File: config.mk
export PLATFORM = sky130hd
export DESIGN_NAME = bounded_priority_queue_top
export DESIGN_NICKNAME = d
export VERILOG_FILES = /design/src/design/bpq_pkg.sv /design/src/design/bpq_cell.sv /design/src/design/bounded_priority_queue_top.sv
export SDC_FILE = /design/constraint.sdc
export NUM_CORES = 2
export LEC_CHECK = 0
export BUFFER_PORTS_ARGS = -buffer_cell sky130_fd_sc_hd__buf_4
export CAP_MARGIN = 20
export CORE_ASPECT_RATIO = 0.8
export CORE_MARGIN = 2
export CORE_UTILIZATION = 40
export CTS_CLUSTER_SIZE = 8
export DETAILED_ROUTE_END_ITERATION = 10
export HOLD_SLACK_MARGIN = 0.06
export SLEW_MARGIN = 20
export SYNTH_ARGS = -nofsm -noshare
export SYNTH_HDL_FRONTEND = slang
export SYNTH_SLANG_ARGS = --single-unit
File: constraint.sdc
create_clock -name clk -period 4 [get_ports clk]
set_input_delay 0.6 -clock clk [delete_from_list [all_inputs] [get_ports clk]]
set_output_delay 0.6 -clock clk [all_outputs]
set_load 0.01 [all_outputs]
File: src/design/bpq_pkg.sv
// Shared constants, codes and link types for the bounded priority queue.
`default_nettype none

package bpq_pkg;

    localparam int DEPTH      = 16;
    localparam int DATA_WIDTH = 32;
    localparam int PRIO_WIDTH = 16;
    localparam int CNT_W      = $clog2(DEPTH + 1);
    localparam int CAP_W      = 5;
    localparam int LIM_W      = (CAP_W > CNT_W) ? CAP_W : CNT_W;
    localparam logic [CAP_W-1:0] CAP_RESET = CAP_W'(16);

    typedef enum logic [1:0] {
        ACT_ENQ  = 2'd0,
        ACT_DEQ  = 2'd1,
        ACT_PEEK = 2'd2
    } action_t;

    typedef enum logic [1:0] {
        ST_OK    = 2'd0,
        ST_FULL  = 2'd1,
        ST_EMPTY = 2'd2
    } status_t;

    typedef struct packed {
        logic                  enq;
        logic                  deq;
        logic [DATA_WIDTH-1:0] data;
        logic [PRIO_WIDTH-1:0] prio;
    } cell_ctrl_t;

    typedef struct packed {
        logic                  valid;
        logic                  keep;
        logic [DATA_WIDTH-1:0] data;
        logic [PRIO_WIDTH-1:0] prio;
    } cell_link_t;

endpackage

`default_nettype wire

File: src/design/bpq_cell.sv
// One slot of the sorted list: holds an entry, shifts toward or away from the head.
`default_nettype none

module bpq_cell (
    input  wire logic               clk,
    input  wire logic               rst_n,
    input  wire bpq_pkg::cell_ctrl_t ctrl,
    input  wire bpq_pkg::cell_link_t left,
    input  wire bpq_pkg::cell_link_t right,
    output bpq_pkg::cell_link_t      link
);

    logic                           valid_reg;
    logic                           valid_next;
    logic [bpq_pkg::DATA_WIDTH-1:0] data_reg;
    logic [bpq_pkg::DATA_WIDTH-1:0] data_next;
    logic [bpq_pkg::PRIO_WIDTH-1:0] prio_reg;
    logic [bpq_pkg::PRIO_WIDTH-1:0] prio_next;
    logic                           keep;

    assign keep = valid_reg && (prio_reg >= ctrl.prio);

    always_comb
    begin
        valid_next = valid_reg;
        data_next  = data_reg;
        prio_next  = prio_reg;
        if (ctrl.enq && !keep)
        begin
            if (left.keep)
            begin
                valid_next = 1'b1;
                data_next  = ctrl.data;
                prio_next  = ctrl.prio;
            end
            else
            begin
                valid_next = left.valid;
                data_next  = left.data;
                prio_next  = left.prio;
            end
        end
        else if (ctrl.deq)
        begin
            valid_next = right.valid;
            data_next  = right.data;
            prio_next  = right.prio;
        end
    end

    always_ff @(posedge clk or negedge rst_n)
    begin
        if (!rst_n)
        begin
            valid_reg <= 1'b0;
        end
        else
        begin
            valid_reg <= valid_next;
        end
    end

    always_ff @(posedge clk)
    begin
        data_reg <= data_next;
        prio_reg <= prio_next;
    end

    assign link.valid = valid_reg;
    assign link.keep  = keep;
    assign link.data  = data_reg;
    assign link.prio  = prio_reg;

endmodule

`default_nettype wire

File: src/design/bounded_priority_queue_top.sv
// Top level of the bounded priority queue: cell chain, count, limit and result register.
// The result is registered and valid in the cycle after the input transfer.
// Throughput: one action per cycle while results are taken; each action updates
// every cell of the chain at once, independent of the fill level.
// Reset: asynchronous, active low; empties the queue, sets the limit to 16,
// and drops any pending result.
`default_nettype none

module bounded_priority_queue_top (
    input  wire logic        clk,
    input  wire logic        rst_n,
    input  wire logic        cfg_valid,
    output logic             cfg_ready,
    input  wire logic [4:0]  cfg_data,
    input  wire logic        in_valid,
    output logic             in_ready,
    input  wire logic [1:0]  action,
    input  wire logic [31:0] data_in,
    input  wire logic [15:0] priority_in,
    output logic             out_valid,
    input  wire logic        out_ready,
    output logic [31:0]      data_out,
    output logic [1:0]       status,
    output logic [4:0]       count,
    output logic             empty_flag,
    output logic             full_flag
);

    localparam logic [bpq_pkg::LIM_W-1:0] DEPTH_LIM = bpq_pkg::LIM_W'(bpq_pkg::DEPTH);

    logic [bpq_pkg::CAP_W-1:0] cap_reg;
    logic [bpq_pkg::CNT_W-1:0] cnt_reg;
    logic [bpq_pkg::CNT_W-1:0] cnt_next;
    logic                      out_valid_reg;
    logic [31:0]               data_out_reg;
    logic [31:0]               data_out_next;
    logic [1:0]                status_reg;
    logic [1:0]                status_next;
    logic [4:0]                count_reg;
    logic                      empty_reg;
    logic                      full_reg;

    logic [bpq_pkg::LIM_W-1:0] cap_ext;
    logic [bpq_pkg::LIM_W-1:0] limit;
    logic                      full_now;
    logic                      empty_now;
    logic                      fire;
    logic                      do_enq;
    logic                      do_deq;

    bpq_pkg::cell_ctrl_t ctrl;
    bpq_pkg::cell_link_t links [bpq_pkg::DEPTH];
    bpq_pkg::cell_link_t head_tie;
    bpq_pkg::cell_link_t tail_tie;

    assign cfg_ready = 1'b1;
    assign in_ready  = !out_valid_reg || out_ready;
    assign fire      = in_valid && in_ready;

    assign cap_ext   = bpq_pkg::LIM_W'(cap_reg);
    assign limit     = (cap_ext > DEPTH_LIM) ? DEPTH_LIM : cap_ext;
    assign full_now  = bpq_pkg::LIM_W'(cnt_reg) >= limit;
    assign empty_now = (cnt_reg == '0);

    assign do_enq = fire && (action == bpq_pkg::ACT_ENQ) && !full_now;
    assign do_deq = fire && (action == bpq_pkg::ACT_DEQ) && !empty_now;

    assign ctrl.enq  = do_enq;
    assign ctrl.deq  = do_deq;
    assign ctrl.data = bpq_pkg::DATA_WIDTH'(data_in);
    assign ctrl.prio = bpq_pkg::PRIO_WIDTH'(priority_in);

    assign head_tie = '{valid: 1'b1, keep: 1'b1, data: '0, prio: '0};
    assign tail_tie = '{valid: 1'b0, keep: 1'b0, data: '0, prio: '0};

    for (genvar i = 0; i < bpq_pkg::DEPTH; i++)
    begin : g_cell
        bpq_pkg::cell_link_t left_link;
        bpq_pkg::cell_link_t right_link;
        if (i == 0)
        begin : g_head
            assign left_link = head_tie;
        end
        else
        begin : g_left
            assign left_link = links[i-1];
        end
        if (i == bpq_pkg::DEPTH - 1)
        begin : g_tail
            assign right_link = tail_tie;
        end
        else
        begin : g_right
            assign right_link = links[i+1];
        end
        bpq_cell u_cell (
            .clk   (clk),
            .rst_n (rst_n),
            .ctrl  (ctrl),
            .left  (left_link),
            .right (right_link),
            .link  (links[i])
        );
    end

    always_comb
    begin
        cnt_next      = cnt_reg;
        status_next   = bpq_pkg::ST_OK;
        data_out_next = '0;
        case (action)
            bpq_pkg::ACT_ENQ:
            begin
                if (full_now)
                    status_next = bpq_pkg::ST_FULL;
                else
                    cnt_next = cnt_reg + bpq_pkg::CNT_W'(1);
            end
            bpq_pkg::ACT_DEQ:
            begin
                if (empty_now)
                    status_next = bpq_pkg::ST_EMPTY;
                else
                begin
                    cnt_next      = cnt_reg - bpq_pkg::CNT_W'(1);
                    data_out_next = 32'(links[0].data);
                end
            end
            bpq_pkg::ACT_PEEK:
            begin
                if (empty_now)
                    status_next = bpq_pkg::ST_EMPTY;
                else
                    data_out_next = 32'(links[0].data);
            end
            default:
            begin
                cnt_next = cnt_reg;
            end
        endcase
    end

    always_ff @(posedge clk or negedge rst_n)
    begin
        if (!rst_n)
        begin
            cap_reg       <= bpq_pkg::CAP_RESET;
            cnt_reg       <= '0;
            out_valid_reg <= 1'b0;
        end
        else
        begin
            if (cfg_valid && cfg_ready)
                cap_reg <= cfg_data;
            if (fire)
            begin
                cnt_reg       <= cnt_next;
                out_valid_reg <= 1'b1;
            end
            else if (out_ready)
            begin
                out_valid_reg <= 1'b0;
            end
        end
    end

    always_ff @(posedge clk)
    begin
        if (fire)
        begin
            data_out_reg <= data_out_next;
            status_reg   <= status_next;
            count_reg    <= 5'(cnt_next);
            empty_reg    <= (cnt_next == '0);
            full_reg     <= bpq_pkg::LIM_W'(cnt_next) >= limit;
        end
    end

    assign out_valid  = out_valid_reg;
    assign data_out   = data_out_reg;
    assign status     = status_reg;
    assign count      = count_reg;
    assign empty_flag = empty_reg;
    assign full_flag  = full_reg;

endmodule

`default_nettype wire

==> impl_metrics.toml <==
[floorplan]
die_area_mm2 = 0.121
die_w_um = 389
rows = 113
start_util = 0.402
coreArea_mm2 = 0.118
dieHeight_um = 312
num_io_pins = 104

[routing]
drtAntennaViolNets = 0
drt_first_pass_iters = 7
initialDrtViolationCount = 2991
drc_errors = 0
vias_per_cell = 5.68
vias = 33215
wl_per_cell_um = 22.9
wirelength_um = 134000

[yosys]
synth_edf_count = 809
synth-seq-cells = 836
yosys.area.top_type_share = 0.512
synth_area_leaders = "edfxtp_1, mux2i_1, ha_1, a21oi_1, nor2_1"
yosysWarnings = 0
ys_types = 58
async_flop_share = 0.0323
synth_largest_area_cell = "edfxtp_1"
ys_seq_area_frac = 0.526
syn-instance-count = 4177
synth_area_per_cell_um2 = 11.4
netlist_area_mm2 = 0.0475
synth.net_count = 4507
ys.flop_type = "edfxtp_1"

[clock_network]
cts_buffer_depth = 3
clock-root-buffer = "clkbuf_16"
clock_latency_ns = 0.75
cts_tree = "yes"
clk_pin_slew_ns = 0.05
cts_setup_buffers = 0
cts-htree-levels = 3
cts.sink_count = 836
cts_buffers = 114

[pwr]
peakVddDrop_mv = 0.335
seqPwrFrac = 0.415
clkPwrFrac = 0.314
p_leak_nw = 23.6
comb_power_share = 0.271
p_int_mw = 19.4
switchingPower_mw = 9.13
power_density_mw_per_mm2 = 526
swShare = 0.320

[global_routing]
antenna_found_initial = 9
overflow = 0
grt_pass1_vias = 32382
grt_pass1_wl_um = 204000
grt_use_total = 0.217
grt_max_degree = 99

[finish]
nNetsFinal = 4582
largest_reg_flops = 512
syn_to_final_growth_pct = 14.5
drive_gt1_frac = 0.117
design_area_mm2 = 0.0543

[sta]
holdWs_ns = 0.191
slew_viol_final = 0
tightest_slew_ns = 1.00
hold_viol = 0
skew_ns = 0.0551
max_clock_freq_ghz = 0.276
setup_viol = 0
rsz0062_at_grt = "false"
relSlewSlack = 0.333
fin_crit_ns = 3.62
finalCritPeriodShare = 0.905
tns_ns = 0

[critical_path]
crit_fanout = 13
setup.worst_path.class = "reg -> reg"
arrival_ns = 4.04
cp-end-kind = "flip-flop"
cp.required_ns = 4.42
cp-start-kind = "flip-flop"

[place]
gp_congestion = 0.850
dp_hpwl_um = 90200
placed_area_mm2 = 0.0511
portBuffers = 102

[worst_hold_path]
hold_path_class = "in -> reg"

[run]
drv_cap = 0

[run_status]
status = "complete, no violations"
[layer usage]
layer,vias up,global-route usage,routed length (um)
met5,-,0,49
met4,8,0.0607,3270
met3,196,0.0434,8830
met2,963,0.306,54200
met1,16414,0.336,67400
li1,15634,-,-
[power groups by stage]
stage          sequential [mW]  combinational, mW  clock, mW
2_1_floorplan             11.8               5.10          0
3_3_place_gp              12.0               7.53          0
3_5_place_dp              12.0               7.66          0
4_1_cts                   11.8               7.70       9.18
5_1_grt                   12.0               8.42       9.51
6_report                  11.9               7.74       8.97
[final timing paths]
kind / startpoint / end / slack [ns] / cells past startpoint
max: cap_ext[4] / g_cell[15].u_cell.prio_reg[14] / 0.38 / 12
min: out_ready / out_valid / 0.19 / 3
max reg2reg: cap_ext[4] / g_cell[15].u_cell.prio_reg[14] / 0.38 / 12
min reg2reg: cap_ext[2] / cap_ext[2] / 0.50 / 1
max in group asynchronous: rst_n / g_cell[13].u_cell.valid_reg / 3.31 / 2
min in group asynchronous: rst_n / cap_ext[1] / 0.34 / 2
[cells by family (layout without fill, tap and decap cells)]
family,count (synthesis),count (layout),share of synthesized area
XOR/XNOR,4,4,0.000738
flip-flops,836,836,0.526
other,1,3,0.0000790
multiplexers,788,788,0.168
adder cells (fa/ha/maj),270,270,0.0712
buffers and inverters,362,477,0.0359
AO/OA/AOI/OAI,983,983,0.118
AND/OR/NAND/NOR,933,933,0.0806
[placed cells by master, fill, tap and decap left out, drive strengths merged, types with 2 or more instances in the layout]
cell type,instances
dlygate4sd3,8
nand3,27
o21ai,311
nand2b,32
edfxtp,809
inv,56
a21oi,508
nor2,500
clkbuf,149
dfrtp,26
buf,259
o22ai,12
a21o,20
o211a,2
ha,270
nor4,4
a211o,17
mux2i,733
and2,3
o21a,17
a221oi,12
nor3,3
o211ai,14
xnor2,4
diode,2
or2,3
nand2,292
nor2b,3
nand4,15
clkinv,5
and3,44
a211oi,48
nor4b,2
mux2,55
a2111oi,11
a22oi,2
or3,2
[critical path, stage by stage (launching register included)]
cell and delay (ns):
dfstp_2 0.54, inv_1 0.09, nand2_1 0.12, ha_1 0.26, a21o_1 0.22, a21oi_2 0.17
buf_4 0.16, o2111ai_4 0.14, buf_4 0.29, a21oi_1 0.38, nand3_2 0.18, nand2_2 0.42
buf_4 0.30
[final cells by class]
| cell class | instances | area, um^2 |
|---|---|---|
| Fill cell | 10950 | 63900 |
| Tap cell | 1552 | 1940 |
| Multi-Input combinational cell | 2979 | 21100 |
| Inverter | 54 | 203 |
| Antenna cell | 2 | 5.00 |
| Sequential cell | 836 | 25000 |
| Clock buffer | 149 | 2990 |
| Clock inverter | 7 | 176 |
| Timing Repair Buffer | 267 | 2990 |
[synthesized netlist by cell type, types with 11 or more instances]
library cell and count:
a211o_1 17, a211oi_1 39, a21o_1 20, a21oi_1 502, a221oi_1 11, and3_1 44, buf_2 130, buf_4 43
clkbuf_1 127, dfrtp_1 26, edfxtp_1 809, ha_1 270, inv_1 54, mux2_2 55, mux2i_1 733, nand2_1 292
nand2b_1 32, nand3_1 27, nand4_1 15, nor2_1 500, o211ai_1 13, o21a_1 17, o21ai_0 251, o21ai_1 60
o22ai_1 12
[through the flow]
step | util | worst slack [ns] | cells | power [mW]
2_1_floorplan | - | 0.000605 | 4177 | 16.9
6_report | 0.460 | 0.381 | 5846 | 28.6
3_5_place_dp | 0.432 | 0.00190 | 5680 | 19.7
5_1_grt | 0.460 | 0.178 | 5845 | 29.9
4_1_cts | 0.460 | 0.358 | 5844 | 28.7
3_3_place_gp | 0.432 | 0.000463 | 5680 | 19.5
[what timing repair did]
action | 4_1_cts | 5_1_grt
endpoints found under the setup margin | 0 | 0
resized for setup | 0 | 0
hold buffers | 8 | 0
endpoints found under the hold margin | 32 | 0
(Power assumes the default switching activity.)
